### src/hw/rtl/mrme_pkg.sv
// ----------------------------------------------------------------------------
// mrme_pkg: shared types and constants for the mini register machine
// Opcodes, status codes, register file sizing and the structs passed
// between the register file, the execute logic and the top level.
// ----------------------------------------------------------------------------
`default_nettype none

package mrme_pkg;

  localparam int REGISTER_COUNT = 8;
  localparam int REG_IDX_W      = $clog2(REGISTER_COUNT);
  localparam int DATA_W         = 32;
  localparam int PC_W           = 16;
  localparam int OPC_W          = 8;
  localparam int STATUS_W       = 3;
  localparam int PRINT_REG_W    = 3;

  localparam logic [OPC_W-1:0] OPC_MOV   = 8'd0;
  localparam logic [OPC_W-1:0] OPC_ADD   = 8'd1;
  localparam logic [OPC_W-1:0] OPC_SUB   = 8'd2;
  localparam logic [OPC_W-1:0] OPC_PRINT = 8'd3;
  localparam logic [OPC_W-1:0] OPC_HALT  = 8'd4;

  localparam logic [STATUS_W-1:0] ST_OK      = 3'd0;
  localparam logic [STATUS_W-1:0] ST_HALTED  = 3'd1;
  localparam logic [STATUS_W-1:0] ST_BAD_REG = 3'd2;
  localparam logic [STATUS_W-1:0] ST_BAD_OPC = 3'd3;
  localparam logic [STATUS_W-1:0] ST_END     = 3'd4;
  localparam logic [STATUS_W-1:0] ST_IGNORED = 3'd5;

  typedef struct packed {
    logic                 en;
    logic [REG_IDX_W-1:0] addr;
    logic [DATA_W-1:0]    data;
  } rf_write_t;

  typedef struct packed {
    logic [PC_W-1:0] pc;
    logic            zflag;
    logic            stopped;
  } machine_state_t;

  typedef struct packed {
    logic [STATUS_W-1:0]    status;
    logic [PC_W-1:0]        fetch_index;
    logic                   print_valid;
    logic [PRINT_REG_W-1:0] print_register;
    logic [DATA_W-1:0]      print_value;
    logic                   zero_now;
  } exec_result_t;

  // A register index is legal when, read as signed, it lies in 0..REGISTER_COUNT-1.
  function automatic logic reg_ok(input logic [DATA_W-1:0] field);
    return (field[DATA_W-1] == 1'b0) && (field < DATA_W'(REGISTER_COUNT));
  endfunction

endpackage

`default_nettype wire

### src/hw/rtl/mrme_ram.sv
// ----------------------------------------------------------------------------
// mrme_ram: generic RAM, one write port, two registered read ports
// Read data updates only on a read enable and holds otherwise.
// ----------------------------------------------------------------------------
`default_nettype none

module mrme_ram #(
  parameter int WIDTH = 32,
  parameter int DEPTH = 8
) (
  input  wire logic                     clk,
  input  wire logic                     we,
  input  wire logic [$clog2(DEPTH)-1:0] waddr,
  input  wire logic [WIDTH-1:0]         wdata,
  input  wire logic                     re,
  input  wire logic [$clog2(DEPTH)-1:0] raddr_a,
  input  wire logic [$clog2(DEPTH)-1:0] raddr_b,
  output logic      [WIDTH-1:0]         rdata_a,
  output logic      [WIDTH-1:0]         rdata_b
);

  logic [WIDTH-1:0] mem [DEPTH];

  always_ff @(posedge clk) begin
    if (we) begin
      mem[waddr] <= wdata;
    end
    if (re) begin
      rdata_a <= mem[raddr_a];
      rdata_b <= mem[raddr_b];
    end
  end

endmodule

`default_nettype wire

### src/hw/rtl/mrme_regfile.sv
// ----------------------------------------------------------------------------
// mrme_regfile: machine register file
// RAM storage with per-entry valid bits (unwritten entries read as zero)
// and a bypass of the write that lands on the same edge as a read.
// ----------------------------------------------------------------------------
`default_nettype none

module mrme_regfile (
  input  wire logic                             clk,
  input  wire logic                             rst,
  input  wire logic                             re,
  input  wire logic [mrme_pkg::REG_IDX_W-1:0]   raddr_a,
  input  wire logic [mrme_pkg::REG_IDX_W-1:0]   raddr_b,
  input  wire mrme_pkg::rf_write_t              wr,
  output logic      [mrme_pkg::DATA_W-1:0]      rdata_a,
  output logic      [mrme_pkg::DATA_W-1:0]      rdata_b
);

  import mrme_pkg::*;

  logic [REGISTER_COUNT-1:0] written;
  logic [REG_IDX_W-1:0]      ra_q;
  logic [REG_IDX_W-1:0]      rb_q;
  rf_write_t                 last_wr;
  logic [DATA_W-1:0]         ram_a;
  logic [DATA_W-1:0]         ram_b;

  mrme_ram #(
    .WIDTH (DATA_W),
    .DEPTH (REGISTER_COUNT)
  ) u_ram (
    .clk     (clk),
    .we      (wr.en),
    .waddr   (wr.addr),
    .wdata   (wr.data),
    .re      (re),
    .raddr_a (raddr_a),
    .raddr_b (raddr_b),
    .rdata_a (ram_a),
    .rdata_b (ram_b)
  );

  always_ff @(posedge clk) begin
    if (rst) begin
      written    <= '0;
      last_wr.en <= 1'b0;
    end else if (wr.en) begin
      written[wr.addr] <= 1'b1;
      last_wr          <= wr;
    end
  end

  always_ff @(posedge clk) begin
    if (re) begin
      ra_q <= raddr_a;
      rb_q <= raddr_b;
    end
  end

  // The most recent write may have landed on the same edge as the read; take it.
  always_comb begin
    if (last_wr.en && (last_wr.addr == ra_q)) begin
      rdata_a = last_wr.data;
    end else begin
      rdata_a = written[ra_q] ? ram_a : '0;
    end
    if (last_wr.en && (last_wr.addr == rb_q)) begin
      rdata_b = last_wr.data;
    end else begin
      rdata_b = written[rb_q] ? ram_b : '0;
    end
  end

endmodule

`default_nettype wire

### src/hw/rtl/mrme_exec.sv
// ----------------------------------------------------------------------------
// mrme_exec: instruction execute logic
// Decodes one instruction, checks register indexes, computes the add or
// subtract, and produces the result beat, the write and the next state.
// ----------------------------------------------------------------------------
`default_nettype none

module mrme_exec (
  input  wire logic [mrme_pkg::OPC_W-1:0]  operation,
  input  wire logic [mrme_pkg::DATA_W-1:0] field_a,
  input  wire logic [mrme_pkg::DATA_W-1:0] field_b,
  input  wire logic [mrme_pkg::DATA_W-1:0] field_c,
  input  wire logic                        last_instruction,
  input  wire logic [mrme_pkg::DATA_W-1:0] rdata_a,
  input  wire logic [mrme_pkg::DATA_W-1:0] rdata_b,
  input  wire mrme_pkg::machine_state_t    state,
  output mrme_pkg::machine_state_t         state_next,
  output mrme_pkg::rf_write_t              wr,
  output mrme_pkg::exec_result_t           result
);

  import mrme_pkg::*;

  logic              ok_a;
  logic              ok_b;
  logic              ok_c;
  logic [DATA_W-1:0] arith;
  logic [STATUS_W-1:0] status;

  assign ok_a  = reg_ok(field_a);
  assign ok_b  = reg_ok(field_b);
  assign ok_c  = reg_ok(field_c);
  assign arith = (operation == OPC_ADD) ? (rdata_a + rdata_b) : (rdata_a - rdata_b);

  always_comb begin
    state_next            = state;
    wr                    = '0;
    status                = ST_OK;
    result.print_valid    = 1'b0;
    result.print_register = '0;
    result.print_value    = '0;

    if (state.stopped) begin
      status = ST_IGNORED;
    end else begin
      state_next.pc = state.pc + PC_W'(1);
      unique case (operation)
        OPC_MOV: begin
          if (!ok_a) begin
            status = ST_BAD_REG;
          end else begin
            wr.en   = 1'b1;
            wr.addr = field_a[REG_IDX_W-1:0];
            wr.data = field_b;
          end
        end
        OPC_ADD, OPC_SUB: begin
          if (!(ok_a && ok_b && ok_c)) begin
            status = ST_BAD_REG;
          end else begin
            state_next.zflag = (arith == '0);
            wr.en   = 1'b1;
            wr.addr = field_c[REG_IDX_W-1:0];
            wr.data = arith;
          end
        end
        OPC_PRINT: begin
          if (!ok_a) begin
            status = ST_BAD_REG;
          end else begin
            result.print_valid    = 1'b1;
            result.print_register = field_a[PRINT_REG_W-1:0];
            result.print_value    = rdata_a;
          end
        end
        OPC_HALT: begin
          status = ST_HALTED;
        end
        default: begin
          status = ST_BAD_OPC;
        end
      endcase
      if ((status == ST_OK) && last_instruction) begin
        status = ST_END;
      end
      if (status != ST_OK) begin
        state_next.stopped = 1'b1;
      end
    end

    result.status      = status;
    result.fetch_index = state.pc;
    result.zero_now    = state_next.zflag;
  end

endmodule

`default_nettype wire

### src/hw/rtl/mini_register_machine_execute.sv
// ----------------------------------------------------------------------------
// mini_register_machine_execute: one instruction per beat, 8-entry register file
// The result passes through the input (execute) register, then the output register;
// throughput 1 beat/cycle while the result side does not stall, set by the single execute
// stage fed by the registered register-file reads.
// Synchronous reset clears registers to zero, PC, zero flag and stop flag.
// ----------------------------------------------------------------------------
`default_nettype none

module mini_register_machine_execute (
  input  wire logic                               clk,
  input  wire logic                               rst,
  // input channel
  input  wire logic                               in_valid,
  output logic                                    in_stall,
  input  wire logic        [mrme_pkg::OPC_W-1:0]  operation,
  input  wire logic signed [mrme_pkg::DATA_W-1:0] field_a,
  input  wire logic signed [mrme_pkg::DATA_W-1:0] field_b,
  input  wire logic signed [mrme_pkg::DATA_W-1:0] field_c,
  input  wire logic                               last_instruction,
  // result channel
  output logic                                    out_valid,
  input  wire logic                               out_stall,
  output logic [mrme_pkg::STATUS_W-1:0]           status,
  output logic [mrme_pkg::PC_W-1:0]               fetch_index,
  output logic                                    print_valid,
  output logic [mrme_pkg::PRINT_REG_W-1:0]        print_register,
  output logic signed [mrme_pkg::DATA_W-1:0]      print_value,
  output logic                                    zero_now
);

  import mrme_pkg::*;

  // Pipeline:
  //   accept edge : instruction fields captured into the execute register, and
  //                 the two source registers are read from the RAM at the same edge.
  //   execute     : decode, index checks, add/sub, write-back, state update; the
  //                 result beat is captured into the output register.
  // The register-file write of one instruction lands on the same edge that the
  // next instruction's reads are issued; the register file bypasses it.

  logic                 in_accept;
  logic                 x_valid;
  logic                 x_adv;
  logic [OPC_W-1:0]     x_operation;
  logic [DATA_W-1:0]    x_field_a;
  logic [DATA_W-1:0]    x_field_b;
  logic [DATA_W-1:0]    x_field_c;
  logic                 x_last;

  logic [DATA_W-1:0]    rdata_a;
  logic [DATA_W-1:0]    rdata_b;
  rf_write_t            exec_wr;
  rf_write_t            rf_wr;
  machine_state_t       state;
  machine_state_t       state_next;
  exec_result_t         exec_result;
  exec_result_t         out_q;

  assign in_accept = in_valid && !in_stall;
  // Advance the execute stage when the output register is empty or draining.
  assign x_adv     = x_valid && (!out_valid || !out_stall);
  // Hold the input only when the execute stage is full and cannot move on.
  assign in_stall  = x_valid && !x_adv;

  // Execute-stage control.
  always_ff @(posedge clk) begin
    if (rst) begin
      x_valid <= 1'b0;
    end else if (in_accept) begin
      x_valid <= 1'b1;
    end else if (x_adv) begin
      x_valid <= 1'b0;
    end
  end

  // Execute-stage payload.
  always_ff @(posedge clk) begin
    if (in_accept) begin
      x_operation <= operation;
      x_field_a   <= field_a;
      x_field_b   <= field_b;
      x_field_c   <= field_c;
      x_last      <= last_instruction;
    end
  end

  // Only a beat that actually leaves the execute stage commits its write.
  always_comb begin
    rf_wr    = exec_wr;
    rf_wr.en = exec_wr.en && x_adv;
  end

  mrme_regfile u_regfile (
    .clk     (clk),
    .rst     (rst),
    .re      (in_accept),
    .raddr_a (field_a[REG_IDX_W-1:0]),
    .raddr_b (field_b[REG_IDX_W-1:0]),
    .wr      (rf_wr),
    .rdata_a (rdata_a),
    .rdata_b (rdata_b)
  );

  mrme_exec u_exec (
    .operation        (x_operation),
    .field_a          (x_field_a),
    .field_b          (x_field_b),
    .field_c          (x_field_c),
    .last_instruction (x_last),
    .rdata_a          (rdata_a),
    .rdata_b          (rdata_b),
    .state            (state),
    .state_next       (state_next),
    .wr               (exec_wr),
    .result           (exec_result)
  );

  // Machine state: PC, zero flag and stop flag advance with each executed beat.
  always_ff @(posedge clk) begin
    if (rst) begin
      state <= '0;
    end else if (x_adv) begin
      state <= state_next;
    end
  end

  // Output register: load on advance, drop valid once the beat is taken.
  always_ff @(posedge clk) begin
    if (rst) begin
      out_valid <= 1'b0;
    end else if (x_adv) begin
      out_valid <= 1'b1;
    end else if (!out_stall) begin
      out_valid <= 1'b0;
    end
  end

  always_ff @(posedge clk) begin
    if (x_adv) begin
      out_q <= exec_result;
    end
  end

  assign status         = out_q.status;
  assign fetch_index    = out_q.fetch_index;
  assign print_valid    = out_q.print_valid;
  assign print_register = out_q.print_register;
  assign print_value    = out_q.print_value;
  assign zero_now       = out_q.zero_now;

endmodule

`default_nettype wire

### config.mk
export PLATFORM = sky130hd
export DESIGN_NAME = mini_register_machine_execute
export DESIGN_NICKNAME = d
export VERILOG_FILES = /design/src/hw/rtl/mrme_pkg.sv /design/src/hw/rtl/mrme_ram.sv /design/src/hw/rtl/mrme_regfile.sv /design/src/hw/rtl/mrme_exec.sv /design/src/hw/rtl/mini_register_machine_execute.sv
export SDC_FILE = /design/constraint.sdc
export NUM_CORES = 1
export LEC_CHECK = 0
export ABC_AREA = 1
export BUFFER_PORTS_ARGS = -buffer_cell sky130_fd_sc_hd__buf_2
export CAP_MARGIN = 20
export CORE_MARGIN = 4
export CORE_UTILIZATION = 40
export DETAILED_ROUTE_END_ITERATION = 6
export MAX_ROUTING_LAYER = met4
export SETUP_SLACK_MARGIN = 0.15
export SLEW_MARGIN = 40
export SYNTH_ARGS = -nofsm -noshare
export SYNTH_HDL_FRONTEND = slang
export SYNTH_SLANG_ARGS = --single-unit
export TNS_END_PERCENT = 20
### constraint.sdc
create_clock -name clk -period 5.2 [get_ports clk]
set_input_delay 0.26 -clock clk [delete_from_list [all_inputs] [get_ports clk]]
set_output_delay 0.26 -clock clk [all_outputs]
set_load 0.03 [all_outputs]
==> metrics.log <==
INFO  metric run_status = finished, final reports clean
INFO  metric worst_hold_startpoint = field_b[0]
INFO  metric timing.critical_path.mode_cell = sky130_fd_sc_hd__nand2_1
INFO  metric crit_path_max_fanout = 20
INFO  metric synth.ff_latch_count = roughly 550
INFO  metric layout.cell_area.non_filler = 0.0319 mm^2
INFO  metric finalHoldWorstSlack = 0.0376 ns
INFO  metric initialDrtViolationCount = about 2100
INFO  metric path_depth = 30
INFO  metric chipWidth = 265 um
INFO  metric grt_pass1_wl = 120000 um
INFO  metric hpwlAfterDp = 53100 um
INFO  metric min-delay-path-class = primary input to register
INFO  metric synth_cell_types = 57
INFO  metric critPathRequiredTime = 5.68 ns
INFO  metric drt_pre_antenna_iters = 6
INFO  metric multi_input_comb_area = 0.00936 mm^2
INFO  metric setup.worst_path.class = register to register
INFO  metric ratio_of_cells_with_drive_above_1_in_the_final_layout = 0.163
INFO  metric grt_antenna_before_repair = 4
INFO  metric seq_area_frac_synth = 0.608
INFO  metric h-tree-depth = 2
INFO  metric worst_r2r_path_depth = 30
INFO  metric syn_avg_cell_area = 9.84 um^2
INFO  metric total_leakage_power = 11.9 nW
INFO  metric worstSetupEndpointType = register
INFO  metric total_power = 0.0104 W
INFO  metric clk_pin_slew_worst_paths = 0.06 ns
INFO  metric cts-buffers-inserted = 58
INFO  metric dieArea = around 0.070 mm^2
INFO  metric setup.reg_to_reg.worst_slack = ~0.34 ns
INFO  metric n_fill_cell = roughly 5900
INFO  metric syn_to_final_growth = 20.8%
INFO  metric grt_start_max_net_pins = 117
INFO  metric postSynthNetCount = 2838
INFO  metric post-place-ws = -0.241 ns
INFO  metric ir_worst_vdd = 0.229 mV
INFO  metric period_needed = 4.86 ns
INFO  metric die_y = 265 um
INFO  metric place.port_buffers = 166
INFO  metric max_slew.worst_pin.slew = 0.823 ns
INFO  metric placementRows = 93
INFO  metric count_of_flip_flops_with_a_built_in_enable_after_synthesis = 516
INFO  metric postPlaceCellArea = 0.0285 mm^2
INFO  metric core_footprint = between 0.06 and 0.07 mm^2
INFO  metric fmaxAchievable = 206 MHz
INFO  metric pwr_density_cell = 327 mW/mm^2
INFO  metric drv_slew = 0
INFO  metric first_global_vias = 20400
INFO  metric wire_per_inst = 20.5 um
INFO  metric timing_hold_violations_final = 0
INFO  metric cts_root_buf = sky130_fd_sc_hd__clkbuf_16
INFO  metric gpl.final_weighted_congestion = 0.963
INFO  metric worst-endpoint-arrival = 5.34 ns
INFO  metric synth_cells = between 2000 and 3000
INFO  metric startpoint = x_field_b[0]$_DFFE_PP_
INFO  metric reg_to_reg_critical_path_startpoint = x_field_b[0]$_DFFE_PP_
INFO  metric worst_path_max_delay_cell = sky130_fd_sc_hd__edfxtp_1
INFO  metric fin_crit_sh = 0.935
INFO  metric max_slew_margin = 0.451
INFO  metric aggregate_routed_wire_length = roughly 79000 um
INFO  metric layout_setup_ws = 0.339 ns
INFO  metric reg2reg_to = u_regfile.u_ram.mem[2][28]$_DFFE_PP_
INFO  metric maxCapViolations = 0
INFO  metric viasPerCell = 5.41
INFO  metric io_pins = 167
INFO  metric final_nets = 3123
INFO  metric synth.cell_area = 0.0264 mm^2
INFO  metric worst_clock_skew = about 0.035 ns
INFO  metric synth_warn = 0
INFO  metric worstHoldPathCells = 1
INFO  metric final.setup.tns = 0 ns
INFO  metric synth_ff_type = sky130_fd_sc_hd__edfxtp_1
INFO  metric cp_top_delay_family = simple AND/OR/NAND/NOR gates
INFO  metric grt_setup_unrepaired = yes
INFO  metric cts.path.max_buffers = 3
INFO  metric numClockSinks = about 550
INFO  metric tritoncts_clock_tree = yes
INFO  metric crit_path_largest_cell_delay = a little under 0.5 ns
INFO  metric start_kind = register
INFO  metric remaining_global_route_overflow = 0
INFO  metric ff_latch_area = 0.0161 mm^2
INFO  metric source_to_sink_clock_delay_at_the_later_pin_of_the_worst_skew_pair = 0.62 ns
INFO  metric worstSetupEndpoint = u_regfile.u_ram.mem[2][28]$_DFFE_PP_
INFO  metric groute.usage.overall = 0.226
INFO  metric route.vias.total = approximately 21000
INFO  metric setup-violations-final = 0
INFO  metric async_reset_ff_frac = 0
INFO  metric detail-route-antenna-nets = 0
INFO  metric worstPathBufferInverterCount = 8
INFO  metric drt_drc_violations_left = 0
INFO  metric floorplan.initialDensity = 0.407
==> cell usage in the layout, fill, tap and decap left out, drive strengths merged, types with 66 or more instances in the layout <==
master | synthesis | routed
a21oi | 244 | 244
o211ai | 66 | 66
nand2 | 464 | 465
nor2 | 339 | 339
dlygate4sd3 | 0 | 103
o21ai | 317 | 317
inv | 246 | 248
edfxtp | 516 | 516
nand3 | 85 | 85
clkbuf | 97 | 73
a31oi | 66 | 66
buf | 34 | 252
==> synthesized netlist by cell type (19+ instances only) <==
cell	count	area, um^2
sky130_fd_sc_hd__a21oi_1	244	1220
sky130_fd_sc_hd__o21ai_0	296	1480
sky130_fd_sc_hd__xor2_1	22	193
sky130_fd_sc_hd__o211ai_1	66	495
sky130_fd_sc_hd__inv_1	236	886
sky130_fd_sc_hd__ha_1	40	500
sky130_fd_sc_hd__nand3_1	82	410
sky130_fd_sc_hd__o21ai_1	19	95.1
sky130_fd_sc_hd__clkbuf_1	97	364
sky130_fd_sc_hd__buf_1	25	93.8
sky130_fd_sc_hd__a31oi_1	66	413
sky130_fd_sc_hd__nor3_1	20	100
sky130_fd_sc_hd__nand2_1	451	1690
sky130_fd_sc_hd__dfxtp_1	29	581
sky130_fd_sc_hd__edfxtp_1	516	15500
sky130_fd_sc_hd__nor2_1	319	1200
sky130_fd_sc_hd__xnor2_1	23	201
==> report_power, final <==
part           switching, W  internal (W)
registers         0.0000595       0.00489
clock network       0.00171       0.00215
logic               0.00105      0.000585
total               0.00281       0.00762
==> worst min path at each step <==
stage	slack [ns]	endpoint
5_1_grt	0.02	x_field_b[0]$_DFFE_PP_
4_1_cts	0.11	u_regfile.written[4]$_SDFFE_PP0P_
2_1_floorplan	0.36	x_field_a[0]$_DFFE_PP_
6_report	0.04	x_field_b[0]$_DFFE_PP_
3_5_place_dp	0.42	fetch_index[12]$_DFFE_PP_
3_3_place_gp	0.41	fetch_index[12]$_DFFE_PP_
==> layout make-up <==
| class | count | area share |
|---|---|---|
| sequential | 545 | 0.503 |
| multi-input combinational | 1764 | 0.293 |
| timing repair buffer | 355 | 0.0844 |
| clock buffer | 73 | 0.0495 |
| tap | 855 | 0.0335 |
| inverter | 249 | 0.0296 |
| clock inverter | 34 | 0.00603 |
| antenna | 2 | 0.000157 |
==> per-stage QoR <==
stage	instances	util
global route	3877	0.492
floorplan	2688	-
CTS	3852	0.483
global placement	3640	0.438
detailed placement	3642	0.439
finish	3877	0.492
==> layer usage <==
layer / up-vias / GRT usage / routed length, um
li1: 9966 / - / -
met1: 10100 / 0.306 / 34800
met2: 729 / 0.361 / 37400
met3: 133 / 0.0294 / 5220
met4: 0 / 0.0620 / 2050
met5: - / - / 0
==> cells by family (layout without fill, tap and decap cells) <==
family | after synthesis | in the layout | share of synthesized area
AOI/OAI and AO/OA | 723 | 723 | 0.150
xor gates and xnor gates | 45 | 45 | 0.0149
adders and majority gates | 41 | 41 | 0.0197
buffers and inverters | 380 | 711 | 0.0556
DFF | 545 | 545 | 0.608
other | 0 | 2 | 0
and+or+nand+nor | 954 | 955 | 0.152
==> state kept, by name (all words and copies together), names as in the netlist <==
| name | flops |
|---|---|
| x_field_a | 32 |
| u_regfile.u_ram.rdata_b | 32 |
| status | 3 |
| u_regfile.last_wr | 36 |
| fetch_index | 16 |
| print_register | 3 |
| out_valid | 1 |
| x_field_c | 32 |
| x_valid | 1 |
| print_value | 32 |
| u_regfile.u_ram.mem | 256 |
| x_last | 1 |
| u_regfile.written | 8 |
| state | 18 |
| print_valid | 1 |
| x_field_b | 32 |
| u_regfile.u_ram.rdata_a | 32 |
| x_operation | 8 |
| zero_now | 1 |
==> what timing repair did <==
item | in CTS | in global routing
endpoints found under the hold margin | 103 | 0
setup endpoints to repair | 38 | 155
hold buffers | 103 | 0
pin swaps | 0 | 23
buffers inserted | 0 | 19
cloned | 0 | 3
resized for setup | 5 | 85
(Power assumes the default switching activity.)
